`src/hdl/spfc_pkg.sv`:
```
package spfc_pkg;

  localparam int MAX_WIDTH_DEFAULT = 4096;
  localparam int ROW_WIDTH_W = 13;
  localparam int POS_W = 12;
  localparam int TOTAL_W = 24;

  localparam logic [ROW_WIDTH_W-1:0] ROW_WIDTH_RESET = 13'd640;
  localparam logic [TOTAL_W-1:0] TOTAL_MAX = 24'hFFFFFF;

  localparam logic [1:0] CLASS_BLACK = 2'd0;
  localparam logic [1:0] CLASS_OUTLINE = 2'd2;

  typedef struct packed {
    logic [1:0] pixel_class;
    logic       last_pixel;
  } pixel_t;

  typedef struct packed {
    logic               span_valid;
    logic [POS_W-1:0]   span_row;
    logic [POS_W-1:0]   span_first;
    logic [POS_W-1:0]   span_stop;
    logic [TOTAL_W-1:0] filled_total;
    logic               image_done;
  } result_t;

  typedef struct packed {
    logic prev_was_outline;
    logic entering_flag;
    logic inside_flag;
  } row_flags_t;

endpackage

```
`src/hdl/spfc_step.sv`:
```
module spfc_step #(
  parameter int MAX_WIDTH = spfc_pkg::MAX_WIDTH_DEFAULT,
  parameter int COL_W = $clog2(MAX_WIDTH)
) (
  input  spfc_pkg::pixel_t                   pixel,
  input  logic [spfc_pkg::ROW_WIDTH_W-1:0]   row_width,
  input  logic [COL_W-1:0]                   column_pos,
  input  logic [spfc_pkg::POS_W-1:0]         row_pos,
  input  spfc_pkg::row_flags_t               flags,
  input  logic [COL_W-1:0]                   open_start,
  input  logic [spfc_pkg::TOTAL_W-1:0]       pixel_total,
  output logic [COL_W-1:0]                   column_pos_next,
  output logic [spfc_pkg::POS_W-1:0]         row_pos_next,
  output spfc_pkg::row_flags_t               flags_next,
  output logic [COL_W-1:0]                   open_start_next,
  output logic [spfc_pkg::TOTAL_W-1:0]       pixel_total_next,
  output logic                               has_result,
  output spfc_pkg::result_t                  result
);

  localparam int CMP_W = (COL_W + 1 > spfc_pkg::ROW_WIDTH_W) ? COL_W + 1
                                                              : spfc_pkg::ROW_WIDTH_W;
  localparam int XW = (COL_W > spfc_pkg::POS_W) ? COL_W : spfc_pkg::POS_W;
  localparam int SUM_W = spfc_pkg::TOTAL_W + 1;
  localparam logic [CMP_W-1:0] WIDTH_MAX = CMP_W'(MAX_WIDTH);
  localparam logic [CMP_W-1:0] WIDTH_MIN = CMP_W'(2);

  logic             outline;
  logic             black;
  logic             prev;
  logic             span;
  logic [CMP_W-1:0] width_raw;
  logic [CMP_W-1:0] width_eff;
  logic [CMP_W-1:0] column_inc;
  logic [COL_W-1:0] add;
  logic [SUM_W-1:0] sum;
  logic [XW-1:0]    first_x;
  logic [XW-1:0]    stop_x;
  spfc_pkg::row_flags_t flags_upd;
  logic [COL_W-1:0] open_upd;
  logic [spfc_pkg::TOTAL_W-1:0] total_upd;

  always_comb begin
    outline = (pixel.pixel_class == spfc_pkg::CLASS_OUTLINE);
    black = (pixel.pixel_class == spfc_pkg::CLASS_BLACK);
    prev = (column_pos != '0) && flags.prev_was_outline;

    flags_upd = flags;
    open_upd = open_start;
    total_upd = pixel_total;
    span = 1'b0;
    add = '0;
    sum = '0;

    if (outline) begin
      if (flags.inside_flag) begin
        flags_upd.inside_flag = 1'b0;
        flags_upd.entering_flag = 1'b0;
        if (open_start != '0) begin
          span = 1'b1;
          if (column_pos > open_start) begin
            add = column_pos - open_start;
          end
          sum = {1'b0, pixel_total} + SUM_W'(add);
          if (sum > SUM_W'(spfc_pkg::TOTAL_MAX)) begin
            total_upd = spfc_pkg::TOTAL_MAX;
          end else begin
            total_upd = sum[spfc_pkg::TOTAL_W-1:0];
          end
          open_upd = '0;
        end
      end else begin
        flags_upd.entering_flag = 1'b1;
      end
    end

    if (prev && black && flags_upd.entering_flag) begin
      flags_upd.inside_flag = 1'b1;
      open_upd = column_pos;
    end
    flags_upd.prev_was_outline = outline;

    first_x = XW'(open_start);
    stop_x = XW'(column_pos);
    has_result = span || pixel.last_pixel;
    result.span_valid = span;
    result.span_row = span ? row_pos : '0;
    result.span_first = span ? first_x[spfc_pkg::POS_W-1:0] : '0;
    result.span_stop = span ? stop_x[spfc_pkg::POS_W-1:0] : '0;
    result.filled_total = total_upd;
    result.image_done = pixel.last_pixel;

    width_raw = CMP_W'(row_width);
    if (width_raw < WIDTH_MIN) begin
      width_eff = WIDTH_MIN;
    end else if (width_raw > WIDTH_MAX) begin
      width_eff = WIDTH_MAX;
    end else begin
      width_eff = width_raw;
    end
    column_inc = CMP_W'(column_pos) + CMP_W'(1);

    column_pos_next = column_inc[COL_W-1:0];
    row_pos_next = row_pos;
    flags_next = flags_upd;
    open_start_next = open_upd;
    pixel_total_next = total_upd;
    if (pixel.last_pixel) begin
      column_pos_next = '0;
      row_pos_next = '0;
      flags_next = '0;
      open_start_next = '0;
      pixel_total_next = '0;
    end else if (column_inc >= width_eff) begin
      column_pos_next = '0;
      row_pos_next = row_pos + spfc_pkg::POS_W'(1);
      flags_next = '0;
      open_start_next = '0;
    end
  end

endmodule

```
`src/hdl/spfc_out_buf.sv`:
```
module spfc_out_buf (
  input  logic              clk,
  input  logic              rst,
  input  logic              push,
  input  spfc_pkg::result_t push_data,
  output logic              space,
  output logic              result_valid,
  input  logic              result_ready,
  output spfc_pkg::result_t result
);

  spfc_pkg::result_t entry [2];
  logic       head;
  logic       tail;
  logic [1:0] count;
  logic       pop;

  assign pop = result_valid && result_ready;
  assign space = (count != 2'd2);
  assign result_valid = (count != 2'd0);
  assign result = entry[head];

  always_ff @(posedge clk) begin
    if (rst) begin
      head <= 1'b0;
      tail <= 1'b0;
      count <= 2'd0;
    end else begin
      if (push) begin
        tail <= ~tail;
      end
      if (pop) begin
        head <= ~head;
      end
      if (push && !pop) begin
        count <= count + 2'd1;
      end else if (pop && !push) begin
        count <= count - 2'd1;
      end
    end
  end

  always_ff @(posedge clk) begin
    if (push) begin
      entry[tail] <= push_data;
    end
  end

endmodule

```
`src/hdl/scanline_parity_fill_counter_core.sv`:
```
// Latency: a result is offered in the cycle after the pixel transfer that causes it,
// if no earlier result is waiting. Throughput: one pixel per cycle; the column, row
// and span state update is combinational logic. A two-entry result buffer rides out
// short output stalls, and pixels are held off only while both entries are waiting.
// Reset clears the counters, flags, total and result buffer and sets row_width to 640.
module scanline_parity_fill_counter_core #(
  parameter int MAX_WIDTH = spfc_pkg::MAX_WIDTH_DEFAULT
) (
  input  logic              clk,
  input  logic              rst,
  input  logic              pixel_valid,
  output logic              pixel_ready,
  input  spfc_pkg::pixel_t  pixel,
  output logic              result_valid,
  input  logic              result_ready,
  output spfc_pkg::result_t result,
  input  logic              psel,
  input  logic              penable,
  input  logic              pwrite,
  input  logic [1:0]        paddr,
  input  logic [31:0]       pwdata,
  output logic [31:0]       prdata,
  output logic              pready
);

  localparam int COL_W = $clog2(MAX_WIDTH);

  logic [spfc_pkg::ROW_WIDTH_W-1:0] row_width;
  logic [COL_W-1:0]                 column_pos;
  logic [COL_W-1:0]                 column_pos_next;
  logic [spfc_pkg::POS_W-1:0]       row_pos;
  logic [spfc_pkg::POS_W-1:0]       row_pos_next;
  spfc_pkg::row_flags_t             flags;
  spfc_pkg::row_flags_t             flags_next;
  logic [COL_W-1:0]                 open_start;
  logic [COL_W-1:0]                 open_start_next;
  logic [spfc_pkg::TOTAL_W-1:0]     pixel_total;
  logic [spfc_pkg::TOTAL_W-1:0]     pixel_total_next;
  logic                             has_result;
  spfc_pkg::result_t                step_result;
  logic                             take;
  logic                             space;
  logic [1:0]                       addr_unused;

  assign pready = 1'b1;
  assign addr_unused = paddr;
  assign prdata = 32'(row_width);
  assign pixel_ready = space;
  assign take = pixel_valid && pixel_ready;

  always_ff @(posedge clk) begin
    if (rst) begin
      row_width <= spfc_pkg::ROW_WIDTH_RESET;
    end else if (psel && penable && pwrite && pready && (addr_unused == paddr)) begin
      row_width <= pwdata[spfc_pkg::ROW_WIDTH_W-1:0];
    end
  end

  spfc_step #(
    .MAX_WIDTH(MAX_WIDTH),
    .COL_W(COL_W)
  ) u_step (
    .pixel(pixel),
    .row_width(row_width),
    .column_pos(column_pos),
    .row_pos(row_pos),
    .flags(flags),
    .open_start(open_start),
    .pixel_total(pixel_total),
    .column_pos_next(column_pos_next),
    .row_pos_next(row_pos_next),
    .flags_next(flags_next),
    .open_start_next(open_start_next),
    .pixel_total_next(pixel_total_next),
    .has_result(has_result),
    .result(step_result)
  );

  always_ff @(posedge clk) begin
    if (rst) begin
      column_pos <= '0;
      row_pos <= '0;
      flags <= '0;
      open_start <= '0;
      pixel_total <= '0;
    end else if (take) begin
      column_pos <= column_pos_next;
      row_pos <= row_pos_next;
      flags <= flags_next;
      open_start <= open_start_next;
      pixel_total <= pixel_total_next;
    end
  end

  spfc_out_buf u_out_buf (
    .clk(clk),
    .rst(rst),
    .push(take && has_result),
    .push_data(step_result),
    .space(space),
    .result_valid(result_valid),
    .result_ready(result_ready),
    .result(result)
  );

endmodule

```
`config.mk`:
```
export PLATFORM = sky130hd
export DESIGN_NAME = scanline_parity_fill_counter_core
export DESIGN_NICKNAME = d
export VERILOG_FILES = /design/src/hdl/spfc_pkg.sv /design/src/hdl/spfc_step.sv /design/src/hdl/spfc_out_buf.sv /design/src/hdl/scanline_parity_fill_counter_core.sv
export SDC_FILE = /design/constraint.sdc
export NUM_CORES = 1
export LEC_CHECK = 0
export BUFFER_PORTS_ARGS = -buffer_cell sky130_fd_sc_hd__clkbuf_2
export CAP_MARGIN = 5
export CELL_PAD_IN_SITES_DETAIL_PLACEMENT = 1
export CELL_PAD_IN_SITES_GLOBAL_PLACEMENT = 2
export CORE_ASPECT_RATIO = 0.8
export CORE_MARGIN = 2
export CORE_UTILIZATION = 38
export DETAILED_ROUTE_END_ITERATION = 16
export PLACE_DENSITY_LB_ADDON = 0.1
export RECOVER_POWER = 100
export SYNTH_ARGS = -nofsm -noshare
export SYNTH_HDL_FRONTEND = slang
export SYNTH_SLANG_ARGS = --single-unit
export TNS_END_PERCENT = 50
```
`constraint.sdc`:
```
create_clock -name clk -period 14.47 [get_ports clk]
set_input_delay 3.6175 -clock clk [delete_from_list [all_inputs] [get_ports clk]]
set_output_delay 3.6175 -clock clk [all_outputs]
set_load 0.05 [all_outputs]
```
* Word level (Yosys, flattened, before mapping)
Memories as Yosys holds them, arrays and structs flattened. A register that Yosys moved wholly into a read port is not among the register bits. Cells that the tools add are included.
Word-level totals: memory bits (writable) 124, bits in registers 80, logic and storage cells 90, memories kept 1
Memories:
- u_out_buf.entry | words 2, bits a word 62, rd ports 1, clocked after memory_dff 1, wr ports 1, RTL line spfc_out_buf.sv:12 | spfc_pkg::result_t entry [2];
Operators by class: muxes and demuxes 38, $add $sub $neg 6, $lt $le $gt $ge 5, reduce and logical (&&, ||, !) cells 25, bitwise gates (word level) 2, equality and inequality tests 2
Operator list (count):
- two-way mux 12 bit | 17
- two-way mux 24 bit | 5
- two-way mux 13 bit | 2
- adder 24 x 12 -> 25 bit | 1
- > comparator 25 x 24 -> 1 bit, second input constant | 1
- nonzero test 12 bit | 2
- adder 12 x 1 -> 13 bit, second input constant | 1
- >= comparator 13 bit | 1
- > comparator 13 bit, second input constant | 1
- less-than comparator 13 x 2 -> 1 bit, second input constant | 1
- adder 12 x 1 -> 12 bit, second input constant | 1
- > comparator 12 bit | 1
- nonzero test 4 bit | 3
- subtractor 12 bit | 1
- logical AND 1 bit | 10
- two-way mux 1 bit | 9
- two-way mux 2 bit | 3
- two-way mux 3 bit | 2
- nonzero test 2 bit | 3
- AND reduction 2 bit | 2
- AND reduction 4 bit | 1
- adder 2 x 1 -> 2 bit, second input constant | 1
- == test 2 bit, second input constant | 1
- zero test 1 bit | 2
- 5 further kinds | 6

* Longest topological paths before layout
Gate-level depths: netlist (run 1).
word-level depth 12, depth in mapped cells 22, gate-level depth less buffers 20

* Hierarchy
Synthesis (run 1) repeated with hierarchy kept, for this count alone.
Second synthesis, totals: cells, all modules 1104, area total of the unflattened synthesis 11930.2 um2
Modules (own cells, without submodules):
- spfc_out_buf | seq. area each 3823.7 um2, instances 1, area each 4680.7 um2, cells an instance 215
- scanline_parity_fill_counter_core | seq. area each 1521.5 um2, instances 1, area each 3839.9 um2, cells an instance 368
- spfc_step | seq. area each 0.0 um2, instances 1, area each 3409.5 um2, cells an instance 521

* Worst setup path after synthesis (run 1)
OpenSTA, ideal clock, no wires.
path type in2reg, start in pixel_valid, end mem u_out_buf.entry[0][0] (netlist name) (enable), path buffers 1, slack 7.190 ns, cell stages on the path 4, arrival 6.798 ns, setup time 0.482 ns, cells stage by stage and2_1 > clkbuf_1 > o21ai_1 > nor2_1
Between the ends: longest elaborated chain between the ends 4
RTL lines:
- start, declared | RTL line scanline_parity_fill_counter_core.sv:11 | input logic pixel_valid,
- logical AND 1 bit | RTL line scanline_parity_fill_counter_core.sv:49 | assign take = pixel_valid && pixel_ready;
- logical AND 1 bit | RTL line scanline_parity_fill_counter_core.sv:98 | .push(take && has_result),
- two-way mux 1 bit | RTL line spfc_out_buf.sv:44 | if (push) begin
- two-way mux 1 bit (implied by the code) | RTL line spfc_out_buf.sv:45 | entry[tail] <= push_data;
- end, declared | RTL line spfc_out_buf.sv:12
Every way passes these cells.

* Final worst setup path (run 1)
start in pixel[2] (netlist name), end mem u_out_buf.entry[0][55] (netlist name) (enable)
Between the ends: longest elaborated chain between the ends 6
RTL lines:
- start, declared | RTL line scanline_parity_fill_counter_core.sv:13 | input spfc_pkg::pixel_t pixel,
- == test 2 bit | RTL line spfc_step.sv:44 | outline = (pixel.pixel_class == spfc_pkg::CLASS_OUTLINE);
- two-way mux 1 bit | RTL line spfc_step.sv:55 | if (outline) begin
- logical OR 1 bit | RTL line spfc_step.sv:85 | has_result = span || pixel.last_pixel;
- logical AND 1 bit | RTL line scanline_parity_fill_counter_core.sv:98
- two-way mux 1 bit | RTL line spfc_out_buf.sv:44
- two-way mux 1 bit (implied by the code) | RTL line spfc_out_buf.sv:45
Every way passes these cells.

==> flow_summary.ini, run 1 <==
[status]
status = finished, violations left
violations = max-capacitance violations, max-slew violations

[routing]
met2_length_microns = 12200
drc = 0
ant_nets = 0
highest_layer = met4
vias_per_cell = 5.28
wirelength_microns = 27700
wl_per_cell_microns = 18.9
first_pass_iters = 5
wl_met1_microns = 14200
dr_wl_met3_microns = 886
num_vias = 7742
drt-initial-drc-count = 315

[global_route]
grt_max_degree = 63
grt.total_usage = 0.190
overflow = 0
first_global_vias = 7803
antenna_found_initial = 0
grt_pass1_wl_microns = 43600

[placement]
io_buffers = 99
routabilityCongestion = 0.758
dp_hpwl_microns = 19100
placed_cell_area_sq_um = 11300
place_ws_ns = 8.04

[cts]
cts-buffers-inserted = 24
clockBufferDepth = 3
root_buffer = clkbuf_16
cts_setup_buffers = 0
clk_pin_slew_ns = 0.06
htreeDepth = 1
hold_buffers = 0
cts_tree = done
clkSinkCount = 205
ctsResizeCount = 0
clk-insertion-delay-late_ns = 0.53

[synth]
ys_seq_area_frac = 0.508
synth_seq_cells = 205
synthFlopType = edfxtp_1
synthArstFlopShare = 0
syn_inst = 993
synth_cell_types = 73
yosys_warnings = 0
synth_edf_count = 124
syn_area_sq_um = 10500
postSynthAreaPerCell_sq_um = 10.6

[timing]
fin_skew_ns = 0.0164
setup_viol = 0
rsz0062_at_grt = false
min_period_ns = 8.23
slew_headroom = -1.50
report.final.slew_viol_count = 306
finalHoldViolCount = 0
setup_ws_ns = 6.24
tightest_slew_ns = 3.75
finalCritPeriodShare = 0.569
max_freq_mhz = 122
tns_ns = 0

[layout]
diodes = 0
postLayoutCellArea_sq_um = 11800
final_nets = 1170
areaGrowthSynthToFinish_pct = 12.6
final_layout_size_suffix_gt1_frac = 0.123

[worst_setup_path]
critPathCaptureType = flop
cp.arrival_ns = 8.34
startpoint_type = input pin
required_ns = 14.58
path_class = in2reg
cp_max_fo = 34

[job]
drv_cap = 9

[die]
start_util = 0.386
ios = 141
dieArea_sq_um = 29000
die_w_microns = 190
row_count = 54
core_sq_um = 27200
fp.dieH_microns = 153

[hold_path]
hold_class = reg2reg

[pwr]
vdd_drop_max_mv = 0.0887
power_density_nw_per_um2 = 144
cellLeakagePower_nw = 4.25
-- metal layers --
| layer | up-vias | track usage |
|---|---|---|
| li1 | 3772 | - |
| met1 | 3831 | 0.281 |
| met2 | 109 | 0.295 |
| met3 | 30 | 0.0235 |
| met4 | 0 | 0.0432 |
| met5 | - | 0 |
-- cell families (layout without fill, tap and decap cells) --
family                   count (synthesis)  in the layout  synth area share
AO/OA/AOI/OAI                          215            215             0.135
XOR/XNOR                                31             31            0.0258
adder cells (fa/ha/maj)                 43             43            0.0526
buffers and inverters                   93            183            0.0439
flip-flops                             205            205             0.508
multiplexers                            65             65            0.0695
other                                    2             20          0.000714
AND/OR/NAND/NOR                        339            339             0.164
-- report_power, final --
group	switching (W)	internal, W
logic	0.000352	0.000114
clock network	0.000238	0.000332
registers	0.0000121	0.000657
total	0.000602	0.00110
-- sequential cells by signal, indices dropped and copies added (netlist names), named ones only --
signal	cells
u_out_buf.entry	124
pixel_total	24
row_width	13
column_pos	12
open_start	12
row_pos	12
flags	3
u_out_buf.count	2
u_out_buf.head	1
u_out_buf.tail	1
-- cell type report --
type	count	area, sq um
Clock inverter	12	90.1
Fill cell	3089	15400
Sequential cell	205	5350
Clock buffer	32	651
Inverter	26	97.6
Multi-Input combinational cell	713	4720
Timing Repair Buffer	113	482
Tap cell	364	455
-- layout by cell type, fill, tap and decap left out, types with 5 or more instances in the layout --
cell / n
a211oi_1: 13
a21o_1: 6
a21oi_1: 77
a22o_1: 12
and2_0: 24
and3_1: 19
buf_4: 5
clkbuf_1: 83
clkbuf_16: 24
clkbuf_2: 31
clkinv_1: 7
conb_1: 20
dfxtp_1: 80
edfxtp_1: 124
ha_1: 41
inv_1: 26
mux2_1: 12
mux2_2: 52
nand2_1: 75
nand2b_1: 11
nand3_1: 31
nand3b_1: 9
nand4_1: 9
nor2_1: 84
nor2b_1: 8
nor3_1: 23
o211ai_1: 7
o21a_1: 10
o21ai_0: 43
o22a_1: 5
o31ai_1: 7
or3_1: 12
or4_1: 6
xnor2_1: 15
xor2_1: 16
-- through the flow --
step                      utilization  hold WS, ns  total power (W)  cells
after CTS                       0.442        0.482          0.00174   1465
after global placement          0.415        0.464          0.00116   1421
final                           0.435        0.478          0.00170   1465
after global routing            0.435        0.509          0.00178   1465
after detailed placement        0.415        0.471          0.00116   1421
after floorplan                     -        0.447          0.00105   1011
-- path summary, 6_finish.rpt --
path,startpoint,end,slack (ns),depth (start not counted)
min reg2reg,row_pos[11],row_pos[11],0.48,2
min,row_pos[11],row_pos[11],0.48,2
max,pixel[2],u_out_buf.entry[0][55],6.24,7
max reg2reg,column_pos[0],u_out_buf.entry[1][7],7.89,19
-- Yosys cell counts (all sizes together), types with 3 or more instances --
library cell | number | area share
edfxtp | 124 | 0.35
nor2 | 86 | 0.031
dfxtp | 81 | 0.15
a21oi | 77 | 0.037
nand2 | 76 | 0.027
mux2 | 64 | 0.069
o21ai | 45 | 0.021
ha | 41 | 0.049
buf | 35 | 0.023
nand3 | 33 | 0.017
clkbuf | 32 | 0.011
and2 | 27 | 0.016
inv | 26 | 0.0093
nor3 | 24 | 0.012
and3 | 19 | 0.011
xor2 | 16 | 0.013
xnor2 | 15 | 0.012
a211oi | 14 | 0.011
or3 | 13 | 0.0082
a22o | 12 | 0.010
nand2b | 11 | 0.0065
o21a | 10 | 0.0071
nand3b | 9 | 0.0064
nand4 | 9 | 0.0054
nor2b | 8 | 0.0048
o211ai | 7 | 0.0050
o31ai | 7 | 0.0081
or4 | 7 | 0.0054
a21o | 6 | 0.0043
nor4 | 6 | 0.0048
o22a | 5 | 0.0042
a22oi | 4 | 0.0029
or2 | 4 | 0.0024
a211o | 3 | 0.0025
a31oi | 3 | 0.0018
nor3b | 3 | 0.0021
o21bai | 3 | 0.0032
-- critical path, cell delays in order --
cell      delay [ns]
clkbuf_1        0.16
and3b_1         0.24
o31ai_1         0.12
inv_1           0.09
o21ai_0         0.35
nor2_1          2.13
clkbuf_1        1.57
Note: power is estimated with default switching activity, not from simulation.
==> inputs of run 2 (changes only) <==
- clock period: 14.47 -> 8.1 ns (I/O delays scaled with it)
==> run 2 against run 1 <==
Net effect:
- the run still ends with max-capacitance violations, max-slew violations left
- total power grew 79%
- non-clock buffer count shrank 1
- hold slack gained 0.0076 ns
- cell area grew 0.20%
- via count shrank 0.30%
- clock power grew 79%
- clock-buffer cell count shrank 2
- final cell count shrank 0.20%
- critical endpoint is now result[47]
- largest power group unchanged
==> flow_summary.ini, run 2 (same netlist as run 1, synthesis figures left out) <==
[worst_setup_path]
cp.arrival_ns = 4.52
cp_max_fo = 62
timing.rr.start = column_pos[0]
crit_top_cell = clkbuf_1
critPathMaxStageDelay_ns = 2.55
startpoint_type = flop
critPathCaptureType = output pin
crit_chain = clkbuf_1, mux2_2, clkbuf_1
cpMaxStageDelayCell = clkbuf_1
required_ns = 6.08
path_class = reg2out

[timing]
tightest_slew_ns = 3.66
setup_viol = 0
tns_ns = 0
min_period_ns = 6.54
slew_headroom = -1.44
report.final.slew_viol_count = 220
rsz0062_at_grt = false
max_freq_mhz = 153
finalCritPeriodShare = 0.808
fin_skew_ns = 0.0113
finalHoldViolCount = 0

[routing]
vias_per_cell = 5.28
drt-initial-drc-count = 450
first_pass_iters = 4
wl_per_cell_microns = 18.8
highest_layer = met4
num_vias = 7719
dr_wl_met3_microns = 1130
drc = 0
ant_nets = 0
met2_length_microns = 12000
wl_met1_microns = 13800
wirelength_microns = 27400

[cts]
hold_buffers = 0
clk_pin_slew_ns = 0.06
clockBufferDepth = 3
clk-insertion-delay-late_ns = 0.52
htreeDepth = 1
clkSinkCount = 205
cts_setup_buffers = 0
cts-buffers-inserted = 23
cts_tree = done
ctsResizeCount = 0
root_buffer = clkbuf_16

[layout]
layout.cells.most_common = edfxtp_1
multi_input_area_sq_um = 4720
mostFrequentLayoutCells = edfxtp_1, nor2_1, clkbuf_1, dfxtp_1, a21oi_1
largest_reg_flops = 124
nFillCells = 3056
seq_area_sq_um = 5350
final_layout_size_suffix_gt1_frac = 0.127
largest_register = u_out_buf.entry
final_nets = 1168
finalNonFillerCells = 1462
top_regs = u_out_buf.entry (124), pixel_total (24), row_width (13)
diodes = 0
areaGrowthSynthToFinish_pct = 12.8

[hold_path]
hold_class = reg2reg
hold_path.startpoint = row_pos[11]

[status]
violations = max-capacitance violations, max-slew violations
status = finished, violations left

[placement]
dpl.cell_count = 1420
routabilityCongestion = 0.772
io_buffers = 99
dp_hpwl_microns = 19200

[global_route]
grt.total_usage = 0.190
antenna_found_initial = 0
grt_max_degree = 63
grt_pass1_wl_microns = 44100
overflow = 0
first_global_vias = 7860

[pwr]
cellLeakagePower_nw = 4.26
vdd_drop_max_mv = 0.201
power_density_nw_per_um2 = 257

[die]
ios = 141
start_util = 0.386
fp.dieH_microns = 153
core_sq_um = 27200
dieArea_sq_um = 29000
row_count = 54
die_w_microns = 190

[job]
drv_cap = 6
==> run 2: area by class of cell <==
type,count,share of cell area
flip-flops and latches,205,0.451
clock inverters,12,0.0108
multi-input cells,713,0.398
repair buffers,112,0.0425
inverters,26,0.00823
clock buffers,30,0.0516
well taps,364,0.0384
==> run 2: critical path, delay by kind of cell, from the launching register on <==
family                 cells  cell delay, ns
buffers and inverters      2            3.04
flip-flops                 1            0.31
multiplexers               1            0.55
==> run 2: worst paths after layout <==
kind                            end  depth (start not counted)  slack, ns
max reg2reg  u_out_buf.entry[1][15]                         18       1.77
min                     row_pos[11]                          2       0.49
min reg2reg             row_pos[11]                          2       0.49
max                      result[47]                          3       1.56
==> run 2: through the flow <==
| step | hold WS [ns] | utilization | total power (W) | instance area, sq um | worst slack [ns] |
|---|---|---|---|---|---|
| CTS | 0.487 | 0.443 | 0.00311 | 12100 | 2.47 |
| floorplan | 0.447 | - | 0.00188 | 10600 | 2.41 |
| detailed placement | 0.479 | 0.415 | 0.00207 | 11300 | 2.51 |
| global placement | 0.470 | 0.415 | 0.00207 | 11300 | 2.57 |
| global route | 0.517 | 0.436 | 0.00319 | 11900 | 1.06 |
| finish | 0.485 | 0.436 | 0.00305 | 11900 | 1.56 |
==> run 2: metal layers <==
metal / global-route usage / vias to the layer above
met5: 0 / -
met4: 0.0347 / 0
met3: 0.0269 / 28
met2: 0.297 / 117
met1: 0.281 / 3797
li1: - / 3777
==> run 2: power by group <==
| group | total [W] | leakage, nW | switching [W] | internal, W |
|---|---|---|---|---|
| Sequential | 0.00119 | 1.76 | 0.0000212 | 0.00117 |
| Combinational | 0.000834 | 2.14 | 0.000626 | 0.000208 |
| Clock | 0.00102 | 0.365 | 0.000422 | 0.000601 |
| Total | 0.00305 | 4.26 | 0.00107 | 0.00198 |
